`src/design/mnst_pkg.sv`:
```
`timescale 1ns / 1ps
// shared types and constants of the midi note sustain tracker
// no dependencies; imported by the top level and the note ram
package mnst_pkg;

   // parameter defaults
   localparam int NUM_NOTES_DEF = 128;
   localparam int TIME_BITS_DEF = 32;

   // midi constants
   localparam logic [6:0] DAMPER_CC       = 7'd64;
   localparam logic [6:0] PEDAL_THRESHOLD = 7'd64;

   // action codes
   localparam logic [2:0] ACT_NOTE_ON    = 3'd0;
   localparam logic [2:0] ACT_NOTE_OFF   = 3'd1;
   localparam logic [2:0] ACT_CONTROLLER = 3'd2;
   localparam logic [2:0] ACT_READ       = 3'd3;
   localparam logic [2:0] ACT_ACTIVATE   = 3'd4;
   localparam logic [2:0] ACT_DEACTIVATE = 3'd5;

   // register indexes (word address bit 2)
   localparam logic REG_LISTEN_CHANNEL = 1'b0;
   localparam logic REG_PEDAL_ENABLE   = 1'b1;

   // csr port
   localparam int CSR_ADDR_W = 3;
   localparam int CSR_DATA_W = 32;

   // input item
   typedef struct packed {
      logic [2:0]  action;
      logic [3:0]  midi_channel;
      logic [6:0]  number;
      logic [6:0]  value;
      logic [31:0] now_ms;
   } req_item_type;

   // result item
   typedef struct packed {
      logic        note_pressed;
      logic        note_sounding;
      logic [6:0]  note_velocity;
      logic [31:0] note_on_time;
      logic        pedal_down;
      logic        is_active;
   } rsp_item_type;

endpackage

```
`src/design/mnst_ram.sv`:
```
`timescale 1ns / 1ps
// generic single-port-write, single-port-read ram with registered read
// depends on mnst_pkg for the default depth
module mnst_ram
   import mnst_pkg::*;
#(
   parameter int WIDTH = 8,
   parameter int DEPTH = NUM_NOTES_DEF
) (
   input  logic                                    clock,
   input  logic                                    we,
   input  logic [(DEPTH > 1 ? $clog2(DEPTH) : 1)-1:0] waddr,
   input  logic [WIDTH-1:0]                        wdata,
   input  logic                                    re,
   input  logic [(DEPTH > 1 ? $clog2(DEPTH) : 1)-1:0] raddr,
   output logic [WIDTH-1:0]                        rdata
);

   logic [WIDTH-1:0] mem_ff [DEPTH];
   logic [WIDTH-1:0] rdata_ff;

   // write port
   always_ff @(posedge clock) begin
      if (we) begin
         mem_ff[waddr] <= wdata;
      end
   end

   // registered read port, holds while not enabled
   always_ff @(posedge clock) begin
      if (re) begin
         rdata_ff <= mem_ff[raddr];
      end
   end

   assign rdata = rdata_ff;

endmodule

```
`config.mk`:
```
export PLATFORM = sky130hd
export DESIGN_NAME = mnst_ram
export DESIGN_NICKNAME = d
export VERILOG_FILES = /design/src/design/mnst_pkg.sv /design/src/design/mnst_ram.sv
export SDC_FILE = /design/constraint.sdc
export NUM_CORES = 1
export LEC_CHECK = 0
export BUFFER_PORTS_ARGS = -buffer_cell sky130_fd_sc_hd__buf_2
export CAP_MARGIN = 20
export CORE_ASPECT_RATIO = 0.6
export CORE_MARGIN = 1.5
export CORE_UTILIZATION = 57
export CTS_CLUSTER_DIAMETER = 50
export DETAILED_ROUTE_END_ITERATION = 8
export GPL_TIMING_DRIVEN = 0
export PLACE_DENSITY = 0.74
export SKIP_LAST_GASP = 1
export SYNTH_ARGS = -nofsm -noshare
export SYNTH_HDL_FRONTEND = slang
export SYNTH_SLANG_ARGS = --single-unit
```
`constraint.sdc`:
```
create_clock -name clock -period 2.8 [get_ports clock]
set_input_delay 0 -clock clock [delete_from_list [all_inputs] [get_ports clock]]
set_output_delay 0 -clock clock [all_outputs]
set_load 0.02 [all_outputs]
```
==> PnR_summary.wiki, run 1 <==
{| class="wikitable"
! Metric !! Value
|-
| Run status || finished, violations left
|-
| Violated checks || setup timing
|-
| Tmin final || around 2800 ps
|-
| HPWL after DPL || 64,920 µm
|-
| Net switching share of the total power || 20.74%
|-
| Share of power burned in combinational logic || about 5.7%
|-
| Number of vias per cell || just under 7
|-
| Worst Slack Setup Final || -35.47 ps
|-
| Count of max-cap constraint violations || 0
|-
| Setup Buffers After CTS || 0
|-
| Final slew viol count || 0
|-
| Most instantiated cells after synthesis || sky130_fd_sc_hd__edfxtp_1, sky130_fd_sc_hd__mux4_2, sky130_fd_sc_hd__nor2_1, sky130_fd_sc_hd__clkbuf_1, sky130_fd_sc_hd__buf_1
|-
| Final standard cell count with taps included and fillers excluded || 2,757
|-
| Number of sinks handled by clock tree synthesis || 1,032
|-
| Leakage || 13.53 nW
|-
| Number of warning messages in the yosys log || 0
|-
| Worst Path Required || 3060 ps
|-
| Number of enable-type register cells in the synthesized netlist || about 1,000
|-
| Number of antenna violations at the first check in global routing || 7
|-
| Wirelength per Cell || approximately 36 µm
|-
| # rows || 74
|-
| Remaining antenna violation count || 0
|-
| Final count of hold timing violations || 0
|-
| Gate Count Post-Synth || 1,635
|-
| Number of clock buffers inserted by TritonCTS || between 80 and 90
|-
| Share of final-layout standard cells stronger than drive strength 1 || roughly 30%
|-
| Clock buffer depth || 3
|-
| Area overhead of the layout relative to synthesis || 11.74%
|-
| Nets in the synthesized netlist || 1,660
|-
| Clock power frac || about two fifths
|-
| Core area || 0.06852 mm²
|-
| Residual overflow from global routing || 0
|-
| Sequential cell area fraction in the yosys report || 77.97%
|-
| Critical path type || primary input to register
|-
| Number of distinct standard cells referenced by the synthesized netlist || 16
|-
| Post-detailed-routing wire length || 98,270 µm
|-
| Net switching component of the power || around 0.0064 W
|-
| Sequential share of power || 55.2%
|-
| Arrival time reported for the critical path endpoint || 3090 ps
|-
| Critical path capture point type || register
|-
| Cell-internal power || roughly 0.025 W
|-
| RePlAce Congestion || 0.8972
|-
| Transition at the pin with the smallest max-transition slack || roughly 1200 ps
|-
| Cells after DPL || around 2,600
|-
| Number of iterations in the first detailed-routing pass || 5
|-
| Die width || ~340 µm
|-
| Violation count after the first detailed-routing iteration || 3,247
|-
| Worst vdd ir || 0.7282 mV
|-
| Total of endpoints with negative setup slack in the final report || 14
|-
| Setup repair after global routing missed its margin || yes
|-
| All-layer global routing usage || between 20 and 30%
|-
| Worst Path Max Fanout || 10
|-
| Starting Density || roughly three fifths
|-
| Overall die area || slightly above 0.07 mm²
|-
| Worst stage delay on the critical path || 680 ps
|-
| Worst-case headroom to the max-slew limit || 21.68%
|-
| DRC Markers || 0
|-
| Top Ports || 33
|-
| Clk Latency, worst-skew pair || 630 ps
|-
| Cell types occupying the most area after synthesis || sky130_fd_sc_hd__edfxtp_1, sky130_fd_sc_hd__mux4_2, sky130_fd_sc_hd__nor2_1
|-
| TritonCTS clock tree || built
|-
| Most Frequent Cell on Critical Path || sky130_fd_sc_hd__clkbuf_1
|-
| Setup crit start kind || primary input
|-
| Cell area after technology mapping || between 0.03 and 0.04 mm²
|-
| Average size of a mapped cell || 24.31 µm²
|-
| Clock tree skew after final layout || 18.41 ps
|-
| Routed vias || 19,120
|-
| Number of I/O port buffers || 21
|-
| Vias in the first global route || around 19,000
|-
| Post-layout util || 64.82%
|-
| Buffering stage count on the worst path with inverters included || 4
|-
| Path type of the worst min-delay path || primary input to register
|-
| Cells along the critical path || dlygate4sd3_1, clkbuf_1, nor2b_1, nand3_1, clkbuf_1, buf_8, nor2_1
|-
| Overall power consumption || just over 0.03 W
|-
| Achievable clock frequency || 352.7 MHz
|-
| CTS H-Tree Depth || 3
|-
| Cell area power density || approximately 700 mW/mm²
|-
| Cell at the root of the clock tree || sky130_fd_sc_hd__clkbuf_16
|-
| Top cell type's share of synthesized area || between 70% and 80%
|-
| Most common cell in the synthesized netlist || sky130_fd_sc_hd__edfxtp_1
|-
| Yosys reg bits || 1,032
|-
| Largest net degree at the start of global routing || 96
|-
| Final nets || roughly 1,800
|-
| Part of the cycle the worst path needs || 101.3%
|-
| Cell type contributing the most total cell area after synthesis || sky130_fd_sc_hd__edfxtp_1
|-
| Die H || 207.5 µm
|-
| First-pass GRT wire length || around 140,000 µm
|-
| Dominant synthesized flop cell || sky130_fd_sc_hd__edfxtp_1
|-
| Clock-pin slew of the registers on the worst-case setup and hold paths || approximately 60 ps
|-
| Max stage delay cell, worst path || sky130_fd_sc_hd__nor2_1
|-
| Async set-or-reset flop fraction in the synthesized netlist || 0%
|-
| Gate family responsible for the most delay along the worst path || simple AND/OR/NAND/NOR gates
|-
| Filler Cells Inserted || 4,305
|}
[tightest hold or removal path, cell delays in order]
cell and delay, ps:
sky130_fd_sc_hd__clkbuf_1 180, sky130_fd_sc_hd__nand2b_1 200, sky130_fd_sc_hd__nor3_1 120
[area by class of cell]
type	instances	area, µm²	share of cell area [%]
sequential	1032	30990	69.78
multi-input combinational	514	8389	18.89
clock buffer	112	2292	5.161
tap	912	1141	2.569
timing repair buffer	57	663.1	1.493
clock inverter	39	490.5	1.104
buffer	89	440.4	0.9917
antenna	2	5.005	0.01127
[path summary, 6_finish.rpt]
kind / from / endpoint / slack (ps) / cells past startpoint
setup / recovery: waddr[1] / mem_ff[117][0]$_DFFE_PP_ / -40 / 7
hold / removal: waddr[2] / mem_ff[76][7]$_DFFE_PP_ / 60 / 3
setup reg to reg: mem_ff[123][4]$_DFFE_PP_ / rdata[4]$_DFFE_PP_ / 90 / 4
hold reg to reg: mem_ff[100][3]$_DFFE_PP_ / rdata[3]$_DFFE_PP_ / 1260 / 4
[sequential cells by signal, summed over array words and instances, names as in the netlist]
| signal | cells |
|---|---|
| mem_ff | 1024 |
| rdata | 8 |
[per-layer routing]
layer	part of all wire, %	routed length, µm	global-route usage, %
met1	39	38430	43.49
met2	44	42820	38.77
met4	2.4	2324	6.791
met3	15	14670	10.38
met5	0.024	24	0
[power groups by stage]
| stage | sequential (W) | combinational (W) | clock, W |
|---|---|---|---|
| after floorplan | 0.0174 | 0.000863 | 0 |
| after global placement | 0.0174 | 0.00161 | 0 |
| after detailed placement | 0.0174 | 0.00171 | 0 |
| after CTS | 0.0171 | 0.00173 | 0.0122 |
| after global routing | 0.0171 | 0.00182 | 0.0127 |
| final | 0.0171 | 0.00176 | 0.0121 |
[placed cells by master (no fill, tap or decap)]
cell type / count
sky130_fd_sc_hd__nor2_2: 12
sky130_fd_sc_hd__clkinv_8: 1
sky130_fd_sc_hd__clkbuf_2: 5
sky130_fd_sc_hd__buf_6: 1
sky130_fd_sc_hd__nor3_2: 1
sky130_fd_sc_hd__mux2_2: 8
sky130_fd_sc_hd__inv_6: 3
sky130_fd_sc_hd__clkinv_2: 12
sky130_fd_sc_hd__nor2_1: 110
sky130_fd_sc_hd__clkbuf_1: 63
sky130_fd_sc_hd__buf_1: 13
sky130_fd_sc_hd__clkdlybuf4s15_1: 1
sky130_fd_sc_hd__or3_1: 1
sky130_fd_sc_hd__buf_4: 22
sky130_fd_sc_hd__dlygate4sd3_1: 12
sky130_fd_sc_hd__buf_2: 33
sky130_fd_sc_hd__nand2b_1: 2
sky130_fd_sc_hd__nand2_1: 14
sky130_fd_sc_hd__clkinv_4: 1
sky130_fd_sc_hd__nor3_1: 8
sky130_fd_sc_hd__nor2b_1: 7
sky130_fd_sc_hd__buf_8: 5
sky130_fd_sc_hd__clkbuf_4: 1
sky130_fd_sc_hd__nand3_1: 12
sky130_fd_sc_hd__nand4_1: 3
sky130_fd_sc_hd__inv_8: 1
sky130_fd_sc_hd__edfxtp_1: 1032
sky130_fd_sc_hd__diode_2: 2
sky130_fd_sc_hd__clkdlybuf4s15_2: 3
sky130_fd_sc_hd__buf_12: 1
sky130_fd_sc_hd__mux4_2: 336
sky130_fd_sc_hd__clkinv_1: 10
sky130_fd_sc_hd__buf_16: 10
sky130_fd_sc_hd__bufinv_16: 11
sky130_fd_sc_hd__clkbuf_16: 88
[through the flow]
step | cell area [µm²] | hold slack, ps | TNS (ps) | setup WS (ps)
global route | 44410 | 68.12 | -12.14 | -12.14
finish | 44410 | 63.39 | -313.8 | -35.47
floorplan | 39750 | 98.87 | 0 | 156.7
CTS | 44370 | 22.61 | 0 | 5.874
detailed placement | 41430 | 350.7 | -6876 | -878.3
global placement | 40990 | 343.3 | -34630 | -820.2
[what timing repair did]
action | in CTS | in global routing
cloned | 0 | 0
gates resized for setup | 11 | 19
hold buffers | 12 | 0
endpoints found under the setup margin | 8 | 104
hold endpoints to repair | 357 | 0
[cell families (layout without fill, tap and decap cells)]
logic type | after synthesis | after routing | share of synthesized area (%)
multiplexers | 344 | 344 | 19.27
flip-flops | 1032 | 1032 | 77.97
other | 0 | 2 | 0
buffers and inverters | 89 | 297 | 1.011
AND/OR/NAND/NOR | 170 | 170 | 1.753
No activity file was read; power rests on OpenSTA's default activity.
==> run 2: changes to the inputs <==
--- a/config.mk
+++ b/config.mk
@@ -9,11 +9,12 @@
 export CAP_MARGIN = 20
 export CORE_ASPECT_RATIO = 0.6
 export CORE_MARGIN = 1.5
-export CORE_UTILIZATION = 57
+export CORE_UTILIZATION = 48
 export CTS_CLUSTER_DIAMETER = 50
 export DETAILED_ROUTE_END_ITERATION = 8
 export GPL_TIMING_DRIVEN = 0
-export PLACE_DENSITY = 0.74
+export PLACE_DENSITY = 0.64
+export SKIP_CTS_REPAIR_TIMING = 1
 export SKIP_LAST_GASP = 1
 export SYNTH_ARGS = -nofsm -noshare
 export SYNTH_HDL_FRONTEND = slang
==> run 2 against run 1 <==
- the run ends with hold timing left
- critical endpoint is now rdata[3]$_DFFE_PP_
- largest cell class unchanged
- combinational power about the same
- design area is 0.30% higher
- critical path depth fell by 1
- critical path type unchanged
==> PnR_summary.wiki, run 2 (synthesized netlist as in run 1, its figures left out) <==
{| class="wikitable"
! Metric !! Value
|-
| Buffering stage count on the worst path with inverters included || 2 (-2)
|-
| Routed vias || 18,810 (-1.6%)
|-
| Cell area power density || 693.3 mW/mm² (-0.59%)
|-
| Worst Path Required || 3220 ps (+160 ps)
|-
| Worst stage delay on the critical path || 840 ps (+160 ps)
|-
| Number of sinks handled by clock tree synthesis || 1,032 (unchanged)
|-
| Area of combinational cells with multiple inputs || 0.008359 mm² (-0.36%)
|-
| Part of the cycle the worst path needs || 99.09% (-2.2 points)
|-
| Wirelength per Cell || 33.77 µm (-5.3%)
|-
| Clock tree skew after final layout || 24.33 ps (+5.924 ps)
|-
| Most Frequent Cell on Critical Path || sky130_fd_sc_hd__mux4_2
|-
| First-pass GRT wire length || 138,400 µm (-0.30%)
|-
| Most frequent standard cell in the layout excluding fill and tap cells || sky130_fd_sc_hd__edfxtp_1
|-
| Core area || 0.08169 mm² (+19%)
|-
| Tmin final || 2775 ps (-60.87 ps)
|-
| CTS H-Tree Depth || 3 (unchanged)
|-
| Worst Path Max Fanout || 10 (unchanged)
|-
| Overall die area || 0.08460 mm² (+19%)
|-
| Final design area excluding fillers || 0.04455 mm² (+0.30%)
|-
| Worst-case headroom to the max-slew limit || 18.91% (-2.8 points)
|-
| Final nets || 1,809 (+0.22%)
|-
| Clk Latency, worst-skew pair || 680 ps (+50 ps)
|-
| Leakage || 13.52 nW (about the same)
|-
| Cells along the critical path || clkbuf_1, clkbuf_1, mux4_2, mux4_2, mux4_2, mux2_2
|-
| Starting Density || 48.66% (-9.4 points)
|-
| Commonest cells after routing, fill and taps aside || sky130_fd_sc_hd__edfxtp_1, sky130_fd_sc_hd__mux4_2, sky130_fd_sc_hd__nor2_1
|-
| Final slew viol count || 0 (unchanged)
|-
| Residual overflow from global routing || 0 (unchanged)
|-
| Run status || finished, violations left
|-
| FF-to-FF Start || mem_ff[61][3]$_DFFE_PP_
|-
| Top Ports || 33 (unchanged)
|-
| Setup crit start kind || primary input
|-
| Clock buffer depth || 3 (unchanged)
|-
| Placed Area || 0.04162 mm² (+0.44%)
|-
| Number of iterations in the first detailed-routing pass || 6 (+1)
|-
| Critical path capture point type || register
|-
| Filler Cells Inserted || 6,051 (+41%)
|-
| Total of endpoints with negative setup slack in the final report || 0 (-14)
|-
| Setup repair after global routing missed its margin || no
|-
| Cell at the root of the clock tree || sky130_fd_sc_hd__clkbuf_16
|-
| Antenna cell count || 0 (-2)
|-
| Number of vias per cell || 6.421 (-7.4%)
|-
| Worst hold start || wdata[2]
|-
| Critical path type || primary input to register
|-
| Vias in the first global route || 17,930 (-4.5%)
|-
| Number of antenna violations at the first check in global routing || 9 (+2)
|-
| Worst reg-to-reg path cell count || 4 (unchanged)
|-
| Largest net degree at the start of global routing || 81 (-16%)
|-
| Max reg flops || 1,024 (unchanged)
|-
| Max stage delay cell, worst path || sky130_fd_sc_hd__clkbuf_1
|-
| Clock-pin slew of the registers on the worst-case setup and hold paths || 60 ps (about the same)
|-
| Crit Reg-Reg Endpoint || rdata[3]$_DFFE_PP_
|-
| Reg with most FFs || mem_ff
|-
| Count of max-cap constraint violations || 0 (unchanged)
|-
| Die width || 374.5 µm (+8.9%)
|-
| Hold Crit Endpoint || mem_ff[81][2]$_DFFE_PP_
|-
| Share of final-layout standard cells stronger than drive strength 1 || 29.98% (-0.13 points)
|-
| Post-detailed-routing wire length || 98,950 µm (+0.68%)
|-
| Fin Hold WS || -16.25 ps (-79.64 ps)
|-
| Sequential standard cell area || 0.03099 mm² (unchanged)
|-
| RePlAce Congestion || 0.8516 (-5.1%)
|-
| Cell count of the worst hold path || 1 (-2)
|-
| Gate family responsible for the most delay along the worst path || multiplexers
|-
| Achievable clock frequency || 360.4 MHz (+2.2%)
|-
| Slack of the worst reg-to-reg path || 150 ps (+60 ps)
|-
| DRC Markers || 0 (unchanged)
|-
| Violation count after the first detailed-routing iteration || 3,138 (-3.4%)
|-
| Number of clock buffers inserted by TritonCTS || 89 (+3.5%)
|-
| # rows || 81 (+9.5%)
|-
| Number of I/O port buffers || 21 (unchanged)
|-
| TritonCTS clock tree || built
|-
| Arrival time reported for the critical path endpoint || 3190 ps (+100 ps)
|-
| Remaining antenna violation count || 0 (unchanged)
|-
| HPWL after DPL || 66,400 µm (+2.3%)
|-
| All-layer global routing usage || 23.85% (-4.3 points)
|-
| Transition at the pin with the smallest max-transition slack || 1216 ps (+41.51 ps)
|-
| Violated checks || hold timing
|-
| Overall power consumption || 0.03088 W (-0.29%)
|-
| Die H || 225.9 µm (+8.8%)
|-
| Area overhead of the layout relative to synthesis || 12.08%
|-
| Worst vdd ir || 0.5949 mV (-18%)
|-
| Final count of hold timing violations || 29 (+29)
|-
| Path type of the worst min-delay path || primary input to register
|}
run 2: cell types whose count changed in the layout (fill, tap and decap cells not counted), moves of 5 or more:
cell                        before  now
sky130_fd_sc_hd__clkinv_1       10   19
sky130_fd_sc_hd__nor2_2         12    0
sky130_fd_sc_hd__clkbuf_1       63   50
sky130_fd_sc_hd__buf_8           5   11
sky130_fd_sc_hd__bufinv_16      11    6
sky130_fd_sc_hd__nor2_1        110  122
sky130_fd_sc_hd__buf_1          13   18
sky130_fd_sc_hd__clkinv_2       12   17
run 2: final cells by class:
cell class                      count  area share, %
Clock inverter                     53          1.017
Timing Repair Buffer               58          1.505
Tap cell                         1079          3.031
Sequential cell                  1032          69.57
Multi-Input combinational cell    514          18.77
Buffer                             89         0.9325
Clock buffer                      105          5.182
run 2: how the worst max path moves through the flow:
stage / cells past startpoint / from / end / slack [ps]
finish: 6 / raddr[2] / rdata[3]$_DFFE_PP_ / 30
global route: 7 / raddr[0] / rdata[3]$_DFFE_PP_ / 20
CTS: 6 / raddr[2] / rdata[3]$_DFFE_PP_ / -370
detailed placement: 6 / raddr[2] / rdata[3]$_DFFE_PP_ / -1090
global placement: 6 / raddr[2] / rdata[3]$_DFFE_PP_ / -1110
floorplan: 6 / raddr[0] / rdata[0]$_DFFE_PP_ / 160
run 2: power breakdown:
part / internal [W] / switching [W]
Sequential: 0.0171 / 0.0000160
Combinational: 0.000678 / 0.00111
Clock: 0.00647 / 0.00554
run 2: through the flow:
stage	instances	utilization, %	worst slack, ps	setup TNS [ps]
3_3_place_gp	2735	50.44	-1111	-9460
2_1_floorplan	1635	-	156.7	0
4_1_cts	2917	54.33	-369.4	-2477
3_5_place_dp	2759	50.95	-1090	-8321
6_report	2930	54.53	25.40	0
5_1_grt	2930	54.53	20.54	0
run 2: metal layers:
metal	up-vias	share of wire [%]	global-route usage (%)
li1	7336	-	-
met1	10200	44	38.56
met2	1137	40	31.05
met3	142	13	7.814
met4	4	2.0	5.586
met5	-	0.022	0
run 2: worst reg2reg max path, stage by stage (launching register included):
cell and delay (ps):
sky130_fd_sc_hd__edfxtp_1 370, sky130_fd_sc_hd__mux4_2 540, sky130_fd_sc_hd__mux4_2 600, sky130_fd_sc_hd__mux4_2 560, sky130_fd_sc_hd__mux2_2 320
